===== src/rtl/core/spc_pkg.sv =====
`default_nettype none
package spc_pkg;

	localparam int MAX_CARS = 1024;
	localparam int CAR_W    = 11;
	localparam int CNT_W    = $clog2(MAX_CARS + 1);
	localparam int NEXT_W   = CAR_W + 1;

	typedef logic [CAR_W-1:0] car_t;

	// one step of the cell chain: push shifts every entry down, pop shifts up
	typedef struct packed {
		logic push;
		logic pop;
		car_t push_val;
	} shift_t;

	// sequence length clamped to 1..MAX_CARS
	function automatic car_t effective_n(car_t len);
		if (len == '0) begin
			return car_t'(1);
		end
		if (32'(len) > 32'(MAX_CARS)) begin
			return car_t'(MAX_CARS);
		end
		return len;
	endfunction

endpackage
`default_nettype wire


===== src/rtl/core/spc_if.sv =====
`default_nettype none
interface spc_in_if;
	logic             valid;
	logic             ready;
	spc_pkg::car_t    target_car;

	modport source (output valid, output target_car, input ready);
	modport sink   (input valid, input target_car, output ready);
endinterface

interface spc_out_if;
	logic valid;
	logic ready;
	logic popped_ok;
	logic sequence_end;
	logic feasible;

	modport source (output valid, output popped_ok, output sequence_end, output feasible,
		input ready);
	modport sink   (input valid, input popped_ok, input sequence_end, input feasible,
		output ready);
endinterface
`default_nettype wire


===== src/rtl/core/spc_ctrl.sv =====
`default_nettype none
module spc_ctrl (
	input  wire              clk,
	input  wire              arst_n,
	spc_in_if.sink           car_in,
	spc_out_if.source        result_out,
	input  wire              cfg_we,
	input  spc_pkg::car_t    cfg_wdata,
	input  spc_pkg::car_t    top_val,
	output spc_pkg::shift_t  shift
);

	localparam logic [1:0] ST_IDLE = 2'd0;
	localparam logic [1:0] ST_EVAL = 2'd1;
	localparam logic [1:0] ST_PUSH = 2'd2;

	logic [1:0]                   state_q;
	spc_pkg::car_t                car_q;
	spc_pkg::car_t                len_q;
	logic [spc_pkg::CNT_W-1:0]    count_q;
	logic [spc_pkg::NEXT_W-1:0]   next_q;
	spc_pkg::car_t                pos_q;
	logic                         failed_q;
	logic                         out_valid_q;
	logic                         ok_q;
	logic                         end_q;
	logic                         feas_q;

	spc_pkg::car_t                n;
	logic [spc_pkg::NEXT_W-1:0]   car_ext;
	logic                         out_free;
	logic                         car_bad;
	logic                         top_hit;
	logic                         more_push;
	logic                         full;
	logic                         seq_end;
	logic                         finish;
	logic                         ok;
	logic                         fail_now;
	logic                         do_pop;
	logic                         do_push;
	logic                         go_push;
	logic                         set_next;
	logic                         failed_new;
	logic                         accept;

	assign n         = spc_pkg::effective_n(len_q);
	assign car_ext   = {1'b0, car_q};
	assign out_free  = !out_valid_q || result_out.ready;
	assign car_bad   = (car_q == '0) || (car_q > n);
	assign top_hit   = (count_q != '0) && (top_val == car_q);
	assign more_push = next_q < car_ext;
	assign full      = count_q >= spc_pkg::CNT_W'(spc_pkg::MAX_CARS);
	assign seq_end   = ({1'b0, pos_q} + 1'b1) >= {1'b0, n};
	assign accept    = car_in.valid && car_in.ready;

	always_comb begin
		finish   = 1'b0;
		ok       = 1'b0;
		fail_now = 1'b0;
		do_pop   = 1'b0;
		do_push  = 1'b0;
		go_push  = 1'b0;
		set_next = 1'b0;
		case (state_q)
			ST_EVAL: begin
				if (out_free) begin
					if (failed_q) begin
						finish = 1'b1;
					end else if (car_bad) begin
						fail_now = 1'b1;
						finish   = 1'b1;
					end else if (top_hit) begin
						do_pop = 1'b1;
						ok     = 1'b1;
						finish = 1'b1;
					end else if (car_ext >= next_q) begin
						if (!more_push) begin
							set_next = 1'b1;
							ok       = 1'b1;
							finish   = 1'b1;
						end else if (full) begin
							fail_now = 1'b1;
							finish   = 1'b1;
						end else begin
							do_push = 1'b1;
							go_push = 1'b1;
						end
					end else begin
						fail_now = 1'b1;
						finish   = 1'b1;
					end
				end
			end
			ST_PUSH: begin
				// one car enters the cell chain per cycle until the target is reached
				if (more_push) begin
					if (!full) begin
						do_push = 1'b1;
					end else if (out_free) begin
						fail_now = 1'b1;
						finish   = 1'b1;
					end
				end else if (out_free) begin
					set_next = 1'b1;
					ok       = 1'b1;
					finish   = 1'b1;
				end
			end
			default: begin
			end
		endcase
	end

	assign failed_new = failed_q || fail_now;

	always_ff @(posedge clk or negedge arst_n) begin
		if (!arst_n) begin
			state_q     <= ST_IDLE;
			len_q       <= spc_pkg::car_t'(1);
			count_q     <= '0;
			next_q      <= spc_pkg::NEXT_W'(1);
			pos_q       <= '0;
			failed_q    <= 1'b0;
			out_valid_q <= 1'b0;
		end else begin
			if (cfg_we) begin
				len_q <= cfg_wdata;
			end
			case (state_q)
				ST_IDLE: begin
					if (accept) begin
						state_q <= ST_EVAL;
					end
				end
				ST_EVAL: begin
					if (finish) begin
						state_q <= ST_IDLE;
					end else if (go_push) begin
						state_q <= ST_PUSH;
					end
				end
				ST_PUSH: begin
					if (finish) begin
						state_q <= ST_IDLE;
					end
				end
				default: begin
					state_q <= ST_IDLE;
				end
			endcase
			if (do_pop) begin
				count_q <= count_q - 1'b1;
			end else if (do_push) begin
				count_q <= count_q + 1'b1;
				next_q  <= next_q + 1'b1;
			end
			if (set_next) begin
				next_q <= car_ext + 1'b1;
			end
			if (fail_now) begin
				failed_q <= 1'b1;
			end
			if (finish) begin
				if (seq_end) begin
					count_q  <= '0;
					next_q   <= spc_pkg::NEXT_W'(1);
					pos_q    <= '0;
					failed_q <= 1'b0;
				end else begin
					pos_q <= pos_q + 1'b1;
				end
			end
			if (finish) begin
				out_valid_q <= 1'b1;
			end else if (result_out.ready) begin
				out_valid_q <= 1'b0;
			end
		end
	end

	always_ff @(posedge clk) begin
		if (accept) begin
			car_q <= car_in.target_car;
		end
		if (finish) begin
			ok_q   <= ok;
			end_q  <= seq_end;
			feas_q <= seq_end && !failed_new;
		end
	end

	assign car_in.ready            = (state_q == ST_IDLE);
	assign result_out.valid        = out_valid_q;
	assign result_out.popped_ok    = ok_q;
	assign result_out.sequence_end = end_q;
	assign result_out.feasible     = feas_q;

	assign shift.push     = do_push;
	assign shift.pop      = do_pop;
	assign shift.push_val = next_q[spc_pkg::CAR_W-1:0];

	// fresh sequence: nothing stacked yet
	a_fresh_seq: assert property (@(posedge clk) disable iff (!arst_n)
		(state_q == ST_IDLE && pos_q == '0) |-> (count_q == '0 && next_q == 1 && !failed_q))
		else $error("sequence start with stale stack state");

	// the count of stacked cars stays below the next unpushed car
	a_count_bound: assert property (@(posedge clk) disable iff (!arst_n)
		32'(count_q) < 32'(next_q))
		else $error("stack count not below next unpushed car");

	a_no_overflow: assert property (@(posedge clk) disable iff (!arst_n)
		do_push |-> !full)
		else $error("push into a full cell chain");

	a_verdict_at_end: assert property (@(posedge clk) disable iff (!arst_n)
		(out_valid_q && feas_q) |-> end_q)
		else $error("verdict given before sequence end");

	a_pop_needs_entry: assert property (@(posedge clk) disable iff (!arst_n)
		do_pop |-> (count_q != '0 && !failed_q))
		else $error("pop from empty stack or after failure");

endmodule
`default_nettype wire

===== src/flat_wrapper.sv =====
// flat-port wrapper written by rule: the top's interface ports become plain ports
module spc_ctrl_flat 
  (clk, arst_n, cfg_we, cfg_wdata, top_val, shift, car_in_valid, car_in_target_car, car_in_ready, result_out_valid, result_out_popped_ok, result_out_sequence_end, result_out_feasible, result_out_ready);
  spc_in_if car_in_i ();
  spc_out_if result_out_i ();
  input  wire clk;
  input  wire arst_n;
  input  wire cfg_we;
  input  spc_pkg::car_t cfg_wdata;
  input  spc_pkg::car_t top_val;
  output spc_pkg::shift_t shift;
  input wire logic [$bits(car_in_i.valid)-1:0] car_in_valid;
  input wire logic [$bits(car_in_i.target_car)-1:0] car_in_target_car;
  output wire logic [$bits(car_in_i.ready)-1:0] car_in_ready;
  output wire logic [$bits(result_out_i.valid)-1:0] result_out_valid;
  output wire logic [$bits(result_out_i.popped_ok)-1:0] result_out_popped_ok;
  output wire logic [$bits(result_out_i.sequence_end)-1:0] result_out_sequence_end;
  output wire logic [$bits(result_out_i.feasible)-1:0] result_out_feasible;
  input wire logic [$bits(result_out_i.ready)-1:0] result_out_ready;
  assign car_in_i.valid = car_in_valid;
  assign car_in_i.target_car = car_in_target_car;
  assign car_in_ready = car_in_i.ready;
  assign result_out_valid = result_out_i.valid;
  assign result_out_popped_ok = result_out_i.popped_ok;
  assign result_out_sequence_end = result_out_i.sequence_end;
  assign result_out_feasible = result_out_i.feasible;
  assign result_out_i.ready = result_out_ready;
  spc_ctrl u_core (.clk(clk), .arst_n(arst_n), .car_in(car_in_i), .result_out(result_out_i), .cfg_we(cfg_we), .cfg_wdata(cfg_wdata), .top_val(top_val), .shift(shift));
endmodule

===== config.mk =====
export PLATFORM = sky130hd
export DESIGN_NAME = spc_ctrl_flat
export DESIGN_NICKNAME = d
export VERILOG_FILES = /design/src/rtl/core/spc_pkg.sv /design/src/rtl/core/spc_if.sv /design/src/rtl/core/spc_ctrl.sv /design/src/flat_wrapper.sv
export SDC_FILE = /design/constraint.sdc
export NUM_CORES = 1
export LEC_CHECK = 0
export ABC_CLOCK_PERIOD_IN_PS = 9300
export BUFFER_PORTS_ARGS = -buffer_cell sky130_fd_sc_hd__buf_2
export CAP_MARGIN = 20
export CORE_MARGIN = 2
export CORE_UTILIZATION = 40
export DETAILED_ROUTE_END_ITERATION = 12
export SLEW_MARGIN = 20
export SYNTH_ARGS = -nofsm -noshare
export SYNTH_HDL_FRONTEND = slang
export SYNTH_SLANG_ARGS = --single-unit

===== constraint.sdc =====
create_clock -name clk -period 9.3 [get_ports clk]
set_input_delay 1.86 -clock clk [delete_from_list [all_inputs] [get_ports clk]]
set_output_delay 1.86 -clock clk [all_outputs]
set_load 0.005 [all_outputs]

Yosys cells after proc, flatten, opt, wreduce, memory -nomap -nowiden
Cells that the tools add are included.
{"block": "totals", "out_inout_bits": 18, "input_bits": 38, "regBits": 63}
{"block": "classes", "addsub": 6, "mux": 73, "n_reduce_logical": 14, "n_eq_ne": 6, "magnitude_cmp": 6}
{"operator": "$mux W11", "n": 9}
{"operator": "$mux W12", "n": 5}
{"operator": "$mux W1", "n": 49}
{"operator": "$add A11 B1 Y12 const B", "n": 2}
{"operator": "$add A11 B1 Y11 const B", "n": 2}
{"operator": "$logic_not A11 Y1", "n": 2}
{"operator": "$add A12 B1 Y12 const B", "n": 1}
{"operator": "$ge A11 B12 Y1", "n": 1}
{"operator": "$ge A12 B11 Y1", "n": 1}
{"operator": "$lt A12 B11 Y1", "n": 1}
{"operator": "$eq A11 B11 Y1", "n": 1}
{"operator": "$ge A11 B11 Y1 const B", "n": 1}
{"operator": "$gt A11 B11 Y1", "n": 1}
{"operator": "$gt A11 B11 Y1 const B", "n": 1}
{"operator": "$reduce_bool A11 Y1", "n": 1}
{"operator": "$sub A11 B1 Y11 const B", "n": 1}
{"operator": "$pmux W1 S2", "n": 5}
{"operator": "$mux W2", "n": 4}
{"operator": "$pmux W2 S3", "n": 1}
{"operator": "$logic_and A1 B1 Y1", "n": 3}
{"operator": "$logic_or A1 B1 Y1", "n": 3}
{"operator": "$ne A3 B1 Y1 const B", "n": 1}
{"operator": "$reduce_and A3 Y1", "n": 1}
{"operator": "$eq A2 B1 Y1 const B", "n": 1}
{"operator": "other kinds (6)", "n": 7}

Depth between registers and ports, before layout
Gate-level depths: netlist (run 1).
{"block": "logic_depth", "depth_word": 16, "ltp_mapped": 14, "mapped_depth_nobuf": 13}

Worst setup path after synthesis (run 1)
OpenSTA, ideal clock, no wires.
{"block": "synth_timing", "kind": "input-to-output", "from": "in top_val[8]", "to": "out shift[12] (netlist name)", "path_stages": 8, "path_slack_ns": 4.426, "n_path_buf": 2, "arrival_ns": 3.014, "path_cell_list": "xnor2_1 nand4_1 nor3_2 and2_1 o31a_1 buf_6 nor2_1 buf_4"}
{"block": "synth_between", "elab_chain_cells": 7}
{"item": "start, declared", "line": "flat_wrapper.sv:10", "text": "input spc_pkg::car_t top_val;"}
{"item": "$eq A11 B11 Y1", "line": "spc_ctrl.sv:51", "text": "assign top_hit = (count_q != '0) && (top_val == car_q);"}
{"item": "$logic_and A1 B1 Y1", "line": "spc_ctrl.sv:51"}
{"item": "$mux W1", "line": "spc_ctrl.sv:73", "text": "end else if (top_hit) begin"}
{"item": "$mux W1", "line": "spc_ctrl.sv:70", "text": "end else if (car_bad) begin"}
{"item": "$mux W1", "line": "spc_ctrl.sv:68", "text": "if (failed_q) begin"}
{"item": "$mux W1", "line": "spc_ctrl.sv:67", "text": "if (out_free) begin"}
{"item": "$pmux W1 S2", "line": "spc_ctrl.sv:65", "text": "case (state_q)"}
{"item": "end, declared", "line": "flat_wrapper.sv:11", "text": "output spc_pkg::shift_t shift;"}
Every way passes these cells.

==> impl_metrics.yaml, run 1 <==
yosys:
  yosys_register_bits: 63
  seq_area_frac_synth_pct: 34.8
  syn_inst: 503
  avgSynthCellArea_sq_um: 9.42
  synth.most_common_cell: "dfrtp_1"
  ys.flop_type: "dfrtp_1"
  ys_types: 63
  yosysWarnings: 0
  syn_nets: 583
  synth_edf_count: 14
  yosys.area.top_type: "dfrtp_1"
  synth.area.top_cells: "dfrtp_1, ha_1, edfxtp_1, xnor2_1, nand2_1"
  async_flop_share_pct: 77.8
  netlist_area_sq_um: 4740
  synth_top_area_share_pct: 24.8
  yosys-top-cells-count: "dfrtp_1, ha_1, nand2_1, nor2_1, xnor2_1"
drt:
  drt_wl_total_microns: 10900
  routedWlPerCell_microns: 15.7
  route.detailed.drc: 0
  drt-vias-per-instance: 5.46
  antenna_left: 0
  first_iter_violations: 189
  num_vias: 3789
  first_pass_iters: 4
placed_design:
  numPortBuffers: 55
  hpwlAfterDp_microns: 8200
  dpl-instance-area_sq_um: 5030
  gp_congestion: 0.834
layout:
  num_antenna_cells: 0
  final_util_pct: 46.5
  area_delta_synth_final_pct: 12.6
  final_area_sq_um: 5330
  drive_above_1_share_pct: 22.0
  fin_nets: 626
cts:
  clockBufferDepth: 2
  clkSinkCount: 63
  post_cts_buffers: 0
  post_cts_resized: 0
  worstSkewPairLatency_ns: 0.34
  clk_pin_slew_worst_paths_ns: 0.05
  tritoncts: "done"
  root_buffer: "clkbuf_16"
  cts_hold_buf: 0
  numCtsBuffers: 9
  cts_max_level: 3
setup_path:
  crit_path_max_fanout: 19
  startpoint_type: "primary input"
  worstPathArrival_ns: 3.91
  cp_data_required_time_ns: 7.44
  criticalPathCategory: "in2out"
  end_kind: "output pin"
pwr:
  p_leak_uw: 0.00221
  sw_frac_of_total_pct: 38.4
  clockPowerShare_pct: 26.8
  combPwrFrac_pct: 38.5
  p_switching_uw: 485
  seqPwrFrac_pct: 34.7
  internal_power_uw: 777
  p_per_area_nw_per_um2: 237
  ir_worst_vdd_uv: 97.2
hold_path:
  hold_class: "reg2reg"
global_route:
  grt_pass1_vias: 3776
  grt_antenna_before_repair: 0
  grt_max_degree: 50
  grt_pass1_wl_microns: 18400
  overflow: 0
  grt_use_total_pct: 18.2
timing:
  skew_ns: 0.00833
  finalHoldViolCount: 0
  slew_headroom_pct: 43.0
  worst_slew_pin_slew_ns: 0.855
  rsz0062_at_grt: "false"
  setup_violations: 0
  maxSlewViolCount: 0
  tns_ns: 0
  min_period_over_period_pct: 62.0
  fin_crit_ns: 5.77
  max_freq_mhz: 173
floorplan:
  die-height_microns: 113
  std_cell_rows: 39
  start_util_pct: 41.3
  die_x_microns: 113
  fp.coreArea_sq_um: 11500
  dieArea_sq_um: 12700
  io_pins: 56
flow_run:
  maxCapViolations: 0
run_status:
  status: "finished clean"
sequential cells by signal, indices dropped and copies added, names as in the netlist:
| register | count |
|---|---|
| u_core.pos_q | 11 |
| u_core.failed_q | 1 |
| u_core.car_q | 11 |
| u_core.state_q | 2 |
| u_core.result_out.sequence_end | 1 |
| u_core.result_out.popped_ok | 1 |
| u_core.next_q | 12 |
| u_core.count_q | 11 |
| u_core.len_q | 11 |
| u_core.result_out.feasible | 1 |
| u_core.result_out.valid | 1 |
layout make-up:
class | instances | area, sq um
multi-input cells | 384 | 2790
clock inverters | 6 | 58.8
fillers | 1132 | 6130
inverters | 29 | 109
flip-flops and latches | 63 | 1650
repair buffers | 59 | 305
well taps | 143 | 179
clock buffers | 10 | 239
routing by layer:
metal,track usage [%],wire [microns],part of all wire (%),vias to the layer above
li1,-,-,-,1890
met1,23.6,4970,46,1802
met2,29.9,5280,49,76
met3,3.54,392,3.6,21
met4,7.24,230,2.1,0
met5,0,0,0,-
per-stage QoR:
| stage | std cells | worst slack, ns | total power (uW) | hold WS (ns) |
|---|---|---|---|---|
| after floorplan | 503 | 4.43 | 803 | 0.450 |
| after global placement | 678 | 3.59 | 909 | 0.481 |
| after detailed placement | 678 | 3.49 | 929 | 0.490 |
| after CTS | 694 | 3.51 | 1270 | 0.504 |
| after global routing | 694 | 3.31 | 1360 | 0.535 |
| final | 694 | 3.53 | 1260 | 0.504 |
worst max-delay path: stages:
cell and delay [ns]:
buf_2 0.10, xnor2_1 0.15, nand4_1 0.13, nor3_2 0.37, and2_1 0.23, o31a_1 0.69
nor2_1 0.17, buf_2 0.18
layout by cell type, fill, tap and decap left out, drive strengths merged, types with 6 or more instances in the layout:
cell type	netlist	final
a211oi	14	14
mux2	10	10
clkbuf	4	10
ha	42	42
a31oi	6	6
nor3	20	20
nand2	43	43
a21oi	17	17
nand2b	14	14
xnor2	36	36
dfrtp	47	47
edfxtp	14	14
nand4	13	13
nand3	27	27
o21ai	24	24
xor2	7	7
o31ai	6	6
inv	29	30
buf	23	59
nor2	42	42
cell families after synthesis:
kind of cell               share of synthesized area [%]
and+or+nand+nor                                     23.0
AOI/OAI and AO/OA                                   14.4
DFF                                                 34.8
buffers and inverters                               6.44
xor gates and xnor gates                            7.95
adders and majority gates                           11.1
muxes                                               2.38
power groups by stage:
stage               combinational [uW]  sequential, uW  clock, uW
floorplan                          390             413          0
global placement                   467             442          0
detailed placement                 486             443          0
CTS                                490             438        346
global route                       551             450        359
finish                             486             438        338
path summary, 6_finish.rpt:
kind	startpoint	endpoint	slack [ns]	cells past startpoint
min	u_core.pos_q[10]	u_core.pos_q[10]	0.50	2
min reg2reg	u_core.pos_q[10]	u_core.pos_q[10]	0.50	2
max reg2reg	u_core.len_q[10]	u_core.pos_q[2]	5.17	12
min in group asynchronous	arst_n	u_core.next_q[6]	1.64	2
max	top_val[4]	shift[12]	3.53	8
max in group asynchronous	arst_n	u_core.state_q[0]	7.23	2
Note: power is estimated with default switching activity, not from simulation.
==> inputs of run 2 (changes only) <==
- ABC_CLOCK_PERIOD_IN_PS: 9300 -> 6000
- clock period: 9.3 -> 6 ns (I/O delays scaled with it)
==> impl_metrics.yaml, run 2 (synthesis results as in run 1) <==
setup_path:
  startpoint_type: "flip-flop"
  r2r-end: "u_core.pos_q[2]"
  critPathMaxStageDelay_ns: 0.76
  criticalPathCategory: "reg2out"
  cp_data_required_time_ns: 4.80
  worstPathArrival_ns: 3.59
  crit_path_max_fanout: 19
  reg2regPathDepth: 12
  crit_chain: "inv_1, nand2_1, ha_1, nand4_1, a211oi_1, a2111oi_4, o21ai_2, o31a_1, nor2_1, buf_2"
  worst_path_max_delay_cell: "o31a_1"
  end_kind: "output pin"
  r2r-start: "u_core.len_q[10]"
  r2r_slack_ns: 1.97
layout:
  fin_nets: 624
  drive_above_1_share_pct: 21.9
  layout_commonest_cell: "buf_2"
  fill_cells: 1092
  area_delta_synth_final_pct: 11.8
  regMostFlops: "u_core.next_q"
  largest_register_ffs: 12
  final_cell_mix: "buf_2, dfrtp_1, nand2_1, nor2_1, ha_1"
  num_antenna_cells: 0
pwr:
  power_uw: 1910
  clockPowerShare_pct: 25.1
  seqPwrFrac_pct: 35.8
  ir_worst_vdd_uv: 266
  p_leak_uw: 0.00218
  p_switching_uw: 761
  combPwrFrac_pct: 39.1
  sw_frac_of_total_pct: 39.9
  internal_power_uw: 1150
  p_per_area_nw_per_um2: 360
timing:
  skew_ns: 0.00520
  rsz0062_at_grt: "false"
  max_freq_mhz: 209
  fin_crit_ns: 4.79
  maxSlewViolCount: 0
  finalHoldViolCount: 0
  worst_slew_pin_slew_ns: 0.854
  tns_ns: 0
  min_period_over_period_pct: 79.8
  slew_headroom_pct: 42.9
  setup_violations: 0
global_route:
  overflow: 0
  grt.busiest_layer: "met2"
  grt_use_total_pct: 18.3
  grt_max_degree: 50
  grt_pass1_vias: 3839
  grt_pass1_wl_microns: 18600
  grt_antenna_before_repair: 0
  met1_usage_pct: 22.9
  grtUsageMet3_pct: 4.87
  grtUsageMet2_pct: 31.4
hold_path:
  hp-start: "u_core.pos_q[10]"
  hold_class: "reg2reg"
  min_delay_worst_endpoint: "u_core.pos_q[10]"
  hold_depth: 2
floorplan:
  dieArea_sq_um: 12700
  start_util_pct: 41.3
  fp.coreArea_sq_um: 11500
  std_cell_rows: 39
  io_pins: 56
  die-height_microns: 113
  die_x_microns: 113
drt:
  drt_wl_total_microns: 11200
  antenna_left: 0
  first_pass_iters: 4
  num_vias: 3796
  routedWlPerCell_microns: 16.1
  first_iter_violations: 198
  drt-vias-per-instance: 5.49
  route.detailed.drc: 0
placed_design:
  hpwlAfterDp_microns: 8240
  gp_congestion: 0.825
  numPortBuffers: 55
cts:
  cts_max_level: 3
  clk_pin_slew_worst_paths_ns: 0.05
  numCtsBuffers: 9
  cts_hold_buf: 0
  clkSinkCount: 63
  tritoncts: "done"
  root_buffer: "clkbuf_16"
  post_cts_buffers: 0
  post_cts_resized: 0
  clockBufferDepth: 2
  worstSkewPairLatency_ns: 0.34
run_status:
  status: "finished clean"
flow_run:
  maxCapViolations: 0
run 2: worst max path at each step:
| stage | start | slack [ns] | cells after the start | end |
|---|---|---|---|---|
| 6_report | u_core.len_q[10] | 1.21 | 10 | shift[12] |
| 5_1_grt | u_core.len_q[10] | 0.97 | 10 | shift[12] |
| 4_1_cts | u_core.len_q[10] | 1.23 | 10 | shift[12] |
| 2_1_floorplan | u_core.len_q[10] | 2.15 | 12 | shift[12] |
| 3_3_place_gp | top_val[8] | 1.60 | 8 | shift[12] |
| 3_5_place_dp | top_val[7] | 1.56 | 8 | shift[12] |
run 2: per-stage QoR:
step / cell area [sq um] / utilization, % / hold WS (ns) / worst slack (ns) / cells
2_1_floorplan: 4740 / - / 0.450 / 2.15 / 503
3_3_place_gp: 5010 / 43.7 / 0.470 / 1.60 / 676
3_5_place_dp: 5010 / 43.7 / 0.490 / 1.56 / 676
4_1_cts: 5290 / 46.1 / 0.502 / 1.23 / 692
5_1_grt: 5300 / 46.2 / 0.542 / 0.968 / 692
6_report: 5300 / 46.2 / 0.495 / 1.21 / 692
run 2: final cells by class:
class | instances | area (sq um) | share of cell area (%)
Clock buffer | 9 | 225 | 4.25
Clock inverter | 7 | 48.8 | 0.921
Inverter | 29 | 109 | 2.06
Multi-Input combinational cell | 384 | 2800 | 52.8
Sequential cell | 63 | 1650 | 31.1
Tap cell | 143 | 179 | 3.38
Timing Repair Buffer | 57 | 290 | 5.48
run 2: power groups by stage:
stage | clock network (uW) | registers (uW) | logic [uW]
after floorplan | 0 | 640 | 605
after global placement | 0 | 686 | 720
after detailed placement | 0 | 689 | 744
after CTS | 492 | 682 | 750
after global routing | 514 | 699 | 846
final | 479 | 683 | 746
run 2: critical path: cells and delay by family, from the launching register on:
kind                       cells  cell delay, ns
AOI/OAI and AO/OA              4            1.58
and+or+nand+nor                3            0.47
buffers and inverters          2            0.44
DFF                            1            0.40
adders and majority gates      1            0.35
run 2: per-layer routing:
| metal | up-vias | routed length, microns |
|---|---|---|
| met2 | 73 | 5550 |
| met4 | 0 | 106 |
| met3 | 8 | 510 |
| met5 | - | 0 |
| li1 | 1878 | - |
| met1 | 1837 | 4990 |
